### src/rtl/p3lap_pkg.sv
// ----------------------------------------------------------------------------
// p3lap_pkg
// Shared types, sizes and codes for the periodic seven-point Laplacian block.
// ----------------------------------------------------------------------------
package p3lap_pkg;

	// grid geometry, each size a power of two so that a coordinate wraps by masking
	localparam int unsigned GRID_X = 16;
	localparam int unsigned GRID_Y = 16;
	localparam int unsigned GRID_Z = 16;
	localparam int unsigned FIELDS = 4;

	localparam int unsigned XW     = $clog2(GRID_X);
	localparam int unsigned YW     = $clog2(GRID_Y);
	localparam int unsigned ZW     = $clog2(GRID_Z);
	localparam int unsigned VOXELS = GRID_X * GRID_Y * GRID_Z;
	localparam int unsigned AW     = $clog2(VOXELS);

	// port widths
	localparam int unsigned CW  = 4;   // coordinate ports
	localparam int unsigned FW  = 24;  // Q7.16 field
	localparam int unsigned CFW = 16;  // Q8.8 coefficient
	localparam int unsigned LW  = 40;  // Q23.16 result
	localparam int unsigned MW  = FIELDS * FW;

	// datapath widths: second difference, product, three-term sum
	localparam int unsigned DW       = FW + 2;
	localparam int unsigned PW       = DW + CFW + 1;
	localparam int unsigned SW       = PW + 2;
	localparam int unsigned CFRAC    = 8;
	localparam int unsigned RND_HALF = 1 << (CFRAC - 1);

	// read sequence: centre, then minus and plus neighbour per axis
	localparam int unsigned READS = 7;
	localparam int unsigned STW   = $clog2(READS);

	// input mode codes
	localparam logic MODE_LOAD = 1'b0;
	localparam logic MODE_EVAL = 1'b1;

	// configuration register indexes
	localparam int unsigned         CFG_IW     = 2;
	localparam logic [CFG_IW-1:0]   CFG_COEF_X = 2'd0;
	localparam logic [CFG_IW-1:0]   CFG_COEF_Y = 2'd1;
	localparam logic [CFG_IW-1:0]   CFG_COEF_Z = 2'd2;
	localparam logic [CFW-1:0]      COEF_RESET = 16'd256;

	typedef enum logic [1:0] {
		SLOT_CTR,
		SLOT_MINUS,
		SLOT_PLUS
	} slot_t;

	typedef enum logic [1:0] {
		AXIS_X,
		AXIS_Y,
		AXIS_Z
	} axis_t;

	// controller to datapath
	typedef struct packed {
		logic  load;     // write the input voxel
		logic  capture;  // latch the evaluate coordinates
		logic  rd;       // read one stencil voxel
		slot_t slot;
		axis_t axis;
		logic  first;    // first product of an evaluation
		logic  last;     // last product of an evaluation
	} cmd_t;

	// datapath to controller
	typedef struct packed {
		logic busy;      // a result is still in the pipeline
		logic out_hold;  // result register full and not taken this cycle
	} sts_t;

	// linear store address of a voxel
	function automatic logic [AW-1:0] cell_addr(logic [XW-1:0] x, logic [YW-1:0] y,
			logic [ZW-1:0] z);
		return AW'((int'(z) * GRID_Y + int'(y)) * GRID_X + int'(x));
	endfunction

endpackage

### src/rtl/p3lap_ctrl.sv
// ----------------------------------------------------------------------------
// p3lap_ctrl
// Controller: input handshake and the seven-read sequence of an evaluation.
// ----------------------------------------------------------------------------
module p3lap_ctrl (
	input  logic              clk,
	input  logic              arst_n,
	input  logic              in_valid,
	input  logic              mode,
	input  p3lap_pkg::sts_t   sts,
	output logic              in_stall,
	output p3lap_pkg::cmd_t   cmd
);

	typedef enum logic [1:0] {
		ST_IDLE = 2'b01,
		ST_READ = 2'b10
	} state_t;

	state_t                       state_q;
	logic [p3lap_pkg::STW-1:0]    step_q;
	logic                         accept;

	// take items only when idle and the previous result can go out
	assign in_stall = (state_q != ST_IDLE) || sts.busy || sts.out_hold;
	assign accept   = in_valid && !in_stall;

	// command decode
	always_comb begin
		cmd.load    = accept && (mode == p3lap_pkg::MODE_LOAD);
		cmd.capture = accept && (mode == p3lap_pkg::MODE_EVAL);
		cmd.rd      = (state_q == ST_READ);
		cmd.first   = 1'b0;
		cmd.last    = 1'b0;
		cmd.slot    = p3lap_pkg::SLOT_CTR;
		cmd.axis    = p3lap_pkg::AXIS_X;
		unique case (step_q)
			3'd0: begin
				cmd.slot = p3lap_pkg::SLOT_CTR;
			end
			3'd1: begin
				cmd.slot = p3lap_pkg::SLOT_MINUS;
			end
			3'd2: begin
				cmd.slot  = p3lap_pkg::SLOT_PLUS;
				cmd.first = 1'b1;
			end
			3'd3: begin
				cmd.slot = p3lap_pkg::SLOT_MINUS;
				cmd.axis = p3lap_pkg::AXIS_Y;
			end
			3'd4: begin
				cmd.slot = p3lap_pkg::SLOT_PLUS;
				cmd.axis = p3lap_pkg::AXIS_Y;
			end
			3'd5: begin
				cmd.slot = p3lap_pkg::SLOT_MINUS;
				cmd.axis = p3lap_pkg::AXIS_Z;
			end
			3'd6: begin
				cmd.slot = p3lap_pkg::SLOT_PLUS;
				cmd.axis = p3lap_pkg::AXIS_Z;
				cmd.last = 1'b1;
			end
			default: begin
				cmd.slot = p3lap_pkg::SLOT_CTR;
			end
		endcase
	end

	// state and read step
	always_ff @(posedge clk or negedge arst_n) begin
		if (!arst_n) begin
			state_q <= ST_IDLE;
			step_q  <= '0;
		end else begin
			unique case (state_q)
				ST_IDLE: begin
					if (cmd.capture) begin
						state_q <= ST_READ;
						step_q  <= '0;
					end
				end
				ST_READ: begin
					if (step_q == p3lap_pkg::STW'(p3lap_pkg::READS - 1)) begin
						state_q <= ST_IDLE;
					end else begin
						step_q <= step_q + 1'b1;
					end
				end
				default: begin
					state_q <= ST_IDLE;
				end
			endcase
		end
	end

endmodule

### config.mk
export PLATFORM = sky130hd
export DESIGN_NAME = p3lap_ctrl
export DESIGN_NICKNAME = d
export VERILOG_FILES = /design/src/rtl/p3lap_pkg.sv /design/src/rtl/p3lap_ctrl.sv
export SDC_FILE = /design/constraint.sdc
export NUM_CORES = 1
export LEC_CHECK = 0
export ABC_AREA = 1
export BUFFER_PORTS_ARGS = -buffer_cell sky130_fd_sc_hd__buf_2
export CAP_MARGIN = 10
export CORE_AREA = 2 2 39 41
export CTS_CLUSTER_DIAMETER = 100
export DETAILED_ROUTE_END_ITERATION = 8
export DIE_AREA = 0 0 41 43
export GPL_TIMING_DRIVEN = 0
export HOLD_SLACK_MARGIN = 0.05
export PLACE_DENSITY = 0.66
export SLEW_MARGIN = 30
export SYNTH_ARGS = -nofsm -noshare
export SYNTH_HDL_FRONTEND = slang
export SYNTH_SLANG_ARGS = --single-unit
### constraint.sdc
create_clock -name clk -period 1 [get_ports clk]
set_input_delay 0.1 -clock clk [delete_from_list [all_inputs] [get_ports clk]]
set_output_delay 0.1 -clock clk [all_outputs]
set_load 0.02 [all_outputs]
======== Word-level counts from Yosys, hierarchy flattened ========
Cells that the tools add are included.
Widths: inputs -> output; s select.
word-level totals
  flip-flop bits (word level) ............. 5
  input port bits ......................... 6
  output and inout bits ................... 10
  word-level logic and storage cells ...... 39
operators by class
  add/sub/neg operators ................... 1
  equality and inequality tests ........... 12
  muxes and demuxes ....................... 10
  bitwise operators ....................... 1
  reduce and logical (&&, ||, !) cells .... 13
operator list
  operator             number
  $pmux 2 s2           3
  $eq 3x3->1 const B   3
  $eq 3x2->1 const B   2
  $mux 3               2
  $pmux 3 s2           1
  $reduce_or 3->1      2
  $mux 2               2
  $ne 2x1->1 const B   2
  $ne 2x2->1 const B   2
  $reduce_or 2->1      2
  $add 3x1->3 const B  1
  $eq 3x1->1 const B   1
  $logic_and 1x1->1    3
  $reduce_and 3->1     1
  $eq 2x1->1 const B   1
  $eq 2x2->1 const B   1
  $logic_or 1x1->1     2
  $mux 1               2
  $reduce_and 2->1     1
  $reduce_bool 2->1    1
  $logic_not 1->1      1
  $not 1->1            1

======== Logic depth before layout (Yosys ltp) ========
Gate-level depths: netlist of run 1.
  depth after elaboration ................. 8
  gate-level depth with buffers ........... 7
  gate-level depth less buffers ........... 7

======== Least setup slack after synthesis of run 1 ========
OpenSTA, ideal clock, no wires.
  kind .................................... reg-to-output
  start ................................... reg state_q[0]
  end ..................................... out cmd[8] (netlist bit)
  data arrival time ....................... 1.399 ns
  required time ........................... 0.900 ns
  setup slack ............................. -0.499 ns
  stages on the path, launching flop included .. 5
  buffers on the path ..................... 0
  cells stage by stage .................... dfstp_2 > inv_1 > nor2_4 > nand2_1 > nor3b_1
RTL lines
  element                 line              source
  from (decl)             p3lap_ctrl.sv:20  state_t state_q;
  from (signal assigned)  p3lap_ctrl.sv:74  state_q <= ST_IDLE;
  from (signal assigned)  p3lap_ctrl.sv:80  state_q <= ST_READ;
  from (signal assigned)  p3lap_ctrl.sv:86  state_q <= ST_IDLE;
  to (decl)               p3lap_ctrl.sv:12  output p3lap_pkg::cmd_t cmd

==> results.md, run 1 <==
* Layout cells sized above 1 at 0.8571
* Crit path launch: state_q[0]$_DFFE_PN1P_
* CP max FO at 2
* Peak supply drop at around 0.57 mV
* ANT nets after route at 0
* Pwr Density at roughly 770 nW/um2
* Critical Path RT at 0.90 ns
* Synth Register Bits at 5
* Final setup vio count at 15
* WL/cell at between 10 and 15 um
* Worst-skew pair later-pin latency at roughly 0.23 ns
* Die ar. at 1763 um2
* Setup ws final at -0.4058 ns
* HPWL after detailed placement at 685.7 um
* Pre-CTS setup slack at -0.2069 ns
* Global-route usage over all layers at 0.1449
* H-tree level count at 1
* # diodes at 0
* Pre-antenna DRT Iters at 4
* Compound-gate portion of the synthesized area at 0.04308
* Final Skew at ~0.0007 ns
* Final RePlAce weighted congestion at about 0.7
* Clk slew on worst S/H paths at approximately 0.04 ns
* Final hold vios at 0
* First-pass GRT wire length at 1718 um
* Max Slew Vio Count at 0
* CTS tree: done
* Failing checks: setup timing
* Most common cell after layout, fill and taps aside: buf_6
* Crit path launch type: flop
* Outcome: finished with violations
* Initial Utilization at 0.2939
* Final worst-path cycle share at 1.406
* Vias in the first global route at approximately 420
* Worst slew margin at 0.8445
* FMAX at about 0.7 GHz
* Ys Warns at 0
* LEAKAGE at approximately 0.43 nW
* Post-route minimum period at roughly 1.4 ns
* Setup Crit Path Kind: reg2out
* Commonest cells after routing, fill and taps aside: 12 x buf_6, 8 x inv_4, 6 x nand2_4
* Final #Nets at 90
* DRT iter0 DRCs at 5
* Yosys cell types at 17
* Post-Synth Adder-Cell Area at 0.1846
* Main combinational cell family by area after synthesis: simple AND/OR/NAND/NOR gates
* Chip width at between 40 and 50 um
* CP Capture Type: output port
* Row count at 14
* Core Util, Final at 0.6275
* TritonCTS Buffers at 3
* Register area share after synthesis at 0.3108
* DRC viols at 0
* Overflow after GRT at 0
* Simple-gate share of the synthesized area at 0.3415
* Top Ports at 16
* Max Cap Viol at 0
* RSZ-0062 raised after global routing: yes
* Post-synthesis cell count at 50
* Synthesized cell area at ~410 um2
* Maximum root-to-sink buffer count at 2
* Initial antenna violation count at 0
* Pin count of the biggest net entering global routing at 6
* CORE AREA at about 1400 um2
* Min-Delay Path Class: in2async
* XOR/XNOR Fraction of Synth Area at 0
* Clock Sink Count at 5
* Via count at 417
* Syn-to-layout area delta at 113.5%
* Syn Nets at a little over 60
* Die Y at 43 um
* IO buf count at 15
* Multiplexer share of the synthesized area at 0
* Crit path DAT at between 1 and 1.5 ns
* Vias/cell at between 4 and 5
* Syn Area/Cell at approximately 8.1 um2
* DRT Wirelength at roughly 1100 um
* Worst slew pin tran at 0.2331 ns
* CTS root buf: clkbuf_4
* Reg2reg start: step_q[1]$_DFFE_PN0P_
worst paths after layout:
| path | endpoint | slack (ns) | cells past startpoint |
|---|---|---|---|
| hold / removal | step_q[0]$_DFFE_PN0P_ | 0.21 | 2 |
| hold reg to reg | step_q[2]$_DFFE_PN0P_ | 0.64 | 2 |
| min in group clk | step_q[1]$_DFFE_PN0P_ | 0.40 | 5 |
| max in group asynchronous | state_q[0]$_DFFE_PN1P_ | 0.58 | 2 |
| setup reg to reg | step_q[2]$_DFFE_PN0P_ | -0.26 | 5 |
| setup / recovery | cmd[8] | -0.41 | 5 |
synth_stat cells, drive strengths merged:
| library cell | n | area [um2] |
|---|---|---|
| inv | 13 | 48.79 |
| dfrtp | 4 | 100.1 |
| nor3b | 1 | 7.510 |
| nor2 | 6 | 32.53 |
| a21oi | 1 | 5.000 |
| ha | 6 | 75.07 |
| nand2 | 12 | 62.56 |
| o21bai | 1 | 7.510 |
| nand4 | 1 | 21.27 |
| nand3 | 3 | 15.01 |
| o21ai | 1 | 5.000 |
| dfstp | 1 | 26.28 |
kinds of logic (layout without fill, tap and decap cells):
family          count (synthesis)  in the layout
compound gates                  3              3
fa+ha+maj                       6              6
buf+inv                        13             40
flops                           5              5
simple gates                   23             23
sequential cells by signal (all words and copies together), names as in the netlist:
register	cells
step_q	3
state_q	2
critical path, stage by stage (launching register included):
cell     delay, ns
dfstp_2       0.52
inv_2         0.04
nor2_4        0.13
nand2_4       0.07
nor3b_4       0.17
buf_6         0.14
area by class of cell:
class                      instances  area, um2
multi-input combinational         32      402.9
clock buffer                       4      26.28
inverter                          13      68.82
fill                             110      515.5
tap                               16      20.02
timing repair buffer              23      220.2
sequential                         5      130.1
report_power, final:
group | internal (mW) | switching [mW] | total, mW
Sequential | 0.214 | 0.0191 | 0.233
Combinational | 0.104 | 0.108 | 0.212
Clock | 0.150 | 0.0722 | 0.222
layer usage:
layer	global-route usage	vias up	wire, um
met5	0	-	0
met4	0.04000	0	4
met3	0.03141	2	45
met2	0.2625	15	693
met1	0.1556	198	337
li1	-	202	-
metrics by stage:
step	total power [mW]	setup TNS, ns	cell area (um2)	std cells	hold slack, ns
after detailed placement	0.3798	-2.024	606.8	81	-0.08369
after CTS	0.6659	-4.596	800.8	91	0.2057
after global routing	0.7088	-5.376	868.3	93	0.2210
after floorplan	0.3343	-0.5735	511.7	50	-0.1956
after global placement	0.3756	-1.738	606.8	81	-0.08745
final	0.6680	-4.583	868.3	93	0.2082
repair_timing:
item | CTS | global route
gates cloned | 0 | 0
resized for setup | 39 | 11
hold buffers | 1 | 0
endpoints found under the setup margin | 15 | 15
endpoints found under the hold margin | 5 | 0
buffers inserted | 5 | 2
pin swaps | 7 | 5
No activity file was read; power rests on OpenSTA's default activity.
==> run 2, diff against run 1 <==
Settings changed: CELL_PAD_IN_SITES_DETAIL_PLACEMENT from default to 1, CELL_PAD_IN_SITES_GLOBAL_PLACEMENT from default to 1, CORE_AREA 2 2 39 41 to default, CORE_UTILIZATION from default to 28, CTS_CLUSTER_SIZE from default to 40, DIE_AREA 0 0 41 43 to default, PLACE_DENSITY 0.66 to 0.79.
==> run 2 against run 1 <==
Against the previous run:
- the flow still finishes with violations (setup timing)
- die area shrank 8.7%
- core utilization decreased by 0.55 points
- hold slack about the same
- clock-buffer cell count stayed put
==> results.md, run 2 (same netlist as run 1, synthesis figures left out) <==
* Reg2reg start: step_q[0]$_DFFE_PN0P_
* DRT iter0 DRCs at 1
* Final Skew at 0.002846 ns
* Max reg flops at 3
* Max Slew Vio Count at 0
* Crit path DAT at roughly 1.4 ns
* Pwr Density at 823.9 nW/um2
* Internal power at around 0.47 mW
* Setup crit end: cmd[8]
* Area of the multi-input gates at between 300 and 400 um2
* Die Y at approximately 40 um
* Layout cells sized above 1 at 0.8182
* CP max FO at 2
* IO buf count at 15
* Clk slew on worst S/H paths at 0.04 ns
* H-tree level count at 1
* Fill count at 153
* Sequential share of power at 0.340
* Pin count of the biggest net entering global routing at 6
* Failing checks: setup timing
* Vias in the first global route at between 400 and 500
* First-pass GRT wire length at between 1500 and 2000 um
* Final hold vios at 0
* Final Power at just under 0.7 mW
* CTS root buf: clkbuf_4
* LEAKAGE at 0.3946 nW
* CTS tree: done
* Critical Path RT at around 0.9 ns
* Clock share of power at 0.338
* Peak supply drop at 0.6932 mV
* Outcome: finished with violations
* Overflow after GRT at 0
* Total negative slack at -4.683 ns
* Vias/cell at roughly 4.5
* RSZ-0062 raised after global routing: yes
* Pre-CTS setup slack at -0.2293 ns
* Setup Crit Path Kind: reg2out
* P_sw at about 0.21 mW
* Min Hold Slack at approximately 0.21 ns
* # diodes at 0
* Clock Sink Count at 5
* Syn-to-layout area delta at 104.0%
* Max Cap Viol at 0
* DRC viols at 0
* Row count at 13
* Worst slew margin at 0.8415
* Die ar. at ~1600 um2
* Reg2Reg Setup Slack at -0.27 ns
* Maximum root-to-sink buffer count at 2
* ANT nets after route at 0
* Max incr delay on CP at about 0.52 ns
* Final setup vio count at 15
* Final #Nets at 90
* CP Capture Type: output port
* Crit path launch type: flop
* Switching Share at 0.3080
* HPWL after detailed placement at slightly below 900 um
* Most common cell after layout, fill and taps aside: buf_6
* Final RePlAce weighted congestion at approximately 0.74
* Initial antenna violation count at 0
* R2r endpoint: step_q[1]$_DFFE_PN0P_
* Register-to-Register Path Depth at 8
* Initial Utilization at 0.3049
* Seq. cell area at 130.1 um2
* WL/cell at 13.42 um
* Crit-path slowest cell: dfstp_2
* Setup ws final at -0.4484 ns
* Global-route usage over all layers at 0.1852
* Worst slew pin tran at between 0.2 and 0.25 ns
* Min-Delay Path Class: in2async
* Worst-skew pair later-pin latency at 0.24 ns
* Top flop regs: step_q: 3 flops, state_q: 2 flops
* Sequence of cells on the critical path: inv_2, nor2_4, nand2_4, nor3b_4, buf_6
* CORE AREA at ~1300 um2
* Commonest cells after routing, fill and taps aside: 13 x buf_6, 8 x inv_4, 6 x buf_2
* FMAX at 0.6904 GHz
* Combinational group share of total power at 0.322
* Biggest register: step_q
* Crit path launch: state_q[0]$_DFFE_PN1P_
* Pre-antenna DRT Iters at 2
* Post-route minimum period at 1.448 ns
* Top Ports at 16
* TritonCTS Buffers at 3
* Via count at 414
* Final worst-path cycle share at 1.448
* DRT Wirelength at between 1000 and 1500 um
* Chip width at 40.11 um
-- run 2: cell counts in the layout (fill, tap and decap cells not counted) --
No cell type changed its count.
-- run 2: critical path, delay by kind of cell, from the launching register on --
kind,cells,cell delay (ns)
buffers and inverters,2,0.19
flip-flops,1,0.52
AND/OR/NAND/NOR,3,0.40
-- run 2: layout make-up --
class,count,share of cell area
tap,15,0.02262
clock buffer,4,0.03167
timing repair buffer,23,0.2519
sequential,5,0.1569
multi-input combinational,32,0.4540
inverter,13,0.08296
-- run 2: worst min-delay path by stage --
stage	from	to	slack [ns]	depth (start not counted)
6_report	arst_n	state_q[1]$_DFFE_PN0P_	0.21	2
5_1_grt	arst_n	state_q[1]$_DFFE_PN0P_	0.22	2
4_1_cts	arst_n	state_q[1]$_DFFE_PN0P_	0.20	2
3_5_place_dp	arst_n	step_q[0]$_DFFE_PN0P_	-0.07	1
3_3_place_gp	arst_n	step_q[0]$_DFFE_PN0P_	-0.08	1
2_1_floorplan	arst_n	state_q[1]$_DFFE_PN0P_	-0.20	0
-- run 2: power by group through the flow --
stage / Clock (mW) / Combinational (mW) / Sequential, mW
5_1_grt: 0.255 / 0.240 / 0.233
3_5_place_dp: 0 / 0.152 / 0.231
2_1_floorplan: 0 / 0.107 / 0.227
4_1_cts: 0.243 / 0.211 / 0.232
6_report: 0.231 / 0.220 / 0.232
3_3_place_gp: 0 / 0.146 / 0.229
-- run 2: timing repair --
| action | 4_1_cts | 5_1_grt |
|---|---|---|
| setup buffers | 6 | 1 |
| pin swaps | 6 | 5 |
| gates resized for setup | 41 | 3 |
| hold endpoints to repair | 5 | 0 |
| hold buffers | 1 | 0 |
| setup endpoints to repair | 15 | 15 |
-- run 2: per-stage QoR --
stage          cell area, um2  instances    util
3_3_place_gp            605.6         80  0.4540
3_5_place_dp            605.6         80  0.4540
6_report                829.5         92  0.6220
4_1_cts                 813.3         91  0.6098
2_1_floorplan           511.7         50       -
5_1_grt                 829.5         92  0.6220
-- run 2: routing by layer --
metal	vias to the layer above	routed length, um	track usage	part of all wire
met4	0	8	0.1034	0.0065
li1	208	-	-	-
met5	-	0	0	0
met3	2	19	0.03333	0.015
met1	194	407	0.1655	0.33
met2	10	800	0.3750	0.65
==> run 3, diff against run 2 <==
Settings changed: ABC_AREA 1 to default, CORE_AREA from default to 2 2 39 41, CORE_UTILIZATION 28 to default, DIE_AREA from default to 0 0 41 43, PLACE_DENSITY 0.79 to 0.78.
==> run 3 against run 2 <==
Against the previous run:
- the run still ends with setup timing left
- sequential cell count unchanged
- critical path type unchanged
- core utilization fell by 8.3 points
- non-clock buffer count did not move
- sequential share of layout area is 1.8 points higher
- sequential power increased by 7%
- hold slack better by 0.010 ns
- critical path depth is 2 lower
==> results.md, run 3 <==
* Clock Sink Count at 5
* Final hold vios at 0
* Syn Nets at 48
* CP Capture Type: output port
* Pin count of the biggest net entering global routing at 8
* Synth area leader: dfrtp_1
* Crit path DAT at between 1.5 and 2 ns
* Post-route minimum period at 1.698 ns
* Total negative slack at -7.253 ns
* Crit path launch type: flop
* Pre-antenna DRT Iters at 1
* LEAKAGE at about 0.33 nW
* EDFF count, synth at 0
* Syn-to-layout area delta at 105.5%
* CTS root buf: clkbuf_4
* Final worst-path cycle share at 1.698
* Via count at 362
* Seq. cell area at 130.1 um2
* Pwr Density at ~1100 nW/um2
* Max incr delay on CP at between 0.5 and 0.6 ns
* Final Skew at between 0.002 and 0.003 ns
* WL/cell at about 14 um
* FMAX at about 0.59 GHz
* Die ar. at 1763 um2
* Commonest cells after routing, fill and taps aside: 12 x buf_6, 6 x buf_2, 5 x ha_4
* Most common cell after layout, fill and taps aside: buf_6
* Biggest register: step_q
* Outcome: finished with violations
* Worst slew margin at 0.7564
* Worst-skew pair later-pin latency at between 0.2 and 0.25 ns
* Placed cell areas at ~530 um2
* Clk slew on worst S/H paths at 0.04 ns
* Max Slew Vio Count at 0
* Critical Path RT at around 0.9 ns
* Initial antenna violation count at 0
* Synth cell count leaders: 6 x ha_1, 5 x inv_1, 4 x dfrtp_1, 3 x nor2_1
* Maximum root-to-sink buffer count at 2
* Post-synthesis cell count at 36
* Overflow after GRT at 0
* RSZ-0062 raised after global routing: yes
* # diodes at 0
* Area of the multi-input gates at approximately 340 um2
* Final setup vio count at 15
* DRT Wirelength at 1087 um
* ANT nets after route at 0
* Final #Nets at 76
* Synthesized cell area at ~360 um2
* Final RePlAce weighted congestion at approximately 0.70
* Design area at approximately 750 um2
* Syn Area/Cell at between 10 and 15 um2
* DRC viols at 0
* Synth top area share at 0.2759
* CTS tree: done
* Synth Register Bits at 5
* Chip width at 41 um
* Setup Crit Path Kind: reg2out
* H-tree level count at 1
* Final Power at about 0.8 mW
* Main flop type after synthesis: dfrtp_1
* Failing checks: setup timing
* Fraction of registers with async set/reset at 1.000
* HPWL after detailed placement at between 600 and 700 um
* Register area share after synthesis at 0.3483
* Worst path bufs/invs at 1
* Layout cells sized above 1 at 0.7937
* TritonCTS Buffers at 3
* DRT iter0 DRCs at 0
* Peak supply drop at around 0.7 mV
* IO buf count at 15
* CP max FO at 3
* Sequence of cells on the critical path: or4b_4, nor3b_4, buf_6
* Crit-path slowest cell: dfstp_2
* Global-route usage over all layers at 0.1439
* Vias/cell at between 4 and 5
* Initial Utilization at 0.2622
* Top flop regs: step_q: 3 flops, state_q: 2 flops
* Most common cell in the netlist: ha_1
* Die Y at roughly 43 um
* Max Cap Viol at 0
* CORE AREA at 1384 um2
* Yosys cell types at 20
* Top Ports at 16
* Vias in the first global route at just under 400
* Row count at 14
* Max reg flops at 3
* Fill count at around 140
* CP top delay family: simple AND/OR/NAND/NOR gates
* Ys Warns at 0
* Min-Delay Path Class: in2async
* First-pass GRT wire length at about 1700 um
* Top cells by area, synth: dfrtp_1 28%, ha_1 21%, dfstp_2 7.2%
* Setup ws final at -0.6982 ns
* Worst slew pin tran at roughly 0.37 ns
==> run 3: path summary, 6_finish.rpt <==
path | start | slack (ns) | endpoint | depth (start not counted)
setup / recovery | state_q[0]$_DFFE_PN1P_ | -0.70 | cmd[8] | 3
hold / removal | arst_n | 0.22 | state_q[1]$_DFFE_PN0P_ | 2
setup reg to reg | state_q[0]$_DFFE_PN1P_ | -0.58 | step_q[0]$_DFFE_PN0P_ | 4
hold reg to reg | step_q[0]$_DFFE_PN0P_ | 0.67 | step_q[0]$_DFFE_PN0P_ | 2
max in group asynchronous | arst_n | 0.57 | state_q[0]$_DFFE_PN1P_ | 2
min in group clk | sts[1] | 0.29 | step_q[2]$_DFFE_PN0P_ | 4
==> run 3: logic make-up after synthesis <==
group / synth area share
adders and majority gates: 0.2069
buffers and inverters: 0.05173
and+or+nand+nor: 0.2035
AOI/OAI and AO/OA: 0.1897
DFF: 0.3483
==> run 3: what timing repair did <==
item | in CTS | in global routing
buffers inserted | 6 | 1
pin swaps | 7 | 2
endpoints found under the hold margin | 5 | 0
setup endpoints to repair | 15 | 15
gates resized for setup | 32 | 4
hold buffers | 1 | 0
cloned | 0 | 0
==> run 3: final cells by class <==
cell class,instances,area share
multi-input cells,26,0.4597
repair buffers,23,0.2752
flip-flops and latches,5,0.1745
clock buffers,4,0.03523
inverters,5,0.02852
well taps,16,0.02685
==> run 3: stage by stage <==
stage               instances  setup slack [ns]    util  hold WS (ns)
CTS                        78           -0.7056  0.5190        0.1928
finish                     79           -0.6982  0.5389        0.2181
detailed placement         67           -0.4818  0.3807      -0.08434
floorplan                  36           -0.4575       -       -0.1956
global route               79           -0.7461  0.5389        0.2057
global placement           67           -0.4749  0.3807      -0.08705
==> run 3: metal layers <==
layer / track usage / vias to the layer above / wire, um
met4: 0.06000 / 0 / 0
met1: 0.1722 / 179 / 429
li1: - / 177 / -
met3: 0.01571 / 0 / 14
met2: 0.2438 / 6 / 643
met5: 0 / - / 0
==> run 3: power breakdown <==
group | internal (mW) | total [mW] | switching (mW)
Combinational | 0.167 | 0.322 | 0.155
Sequential | 0.221 | 0.249 | 0.0276
Clock | 0.151 | 0.229 | 0.0780
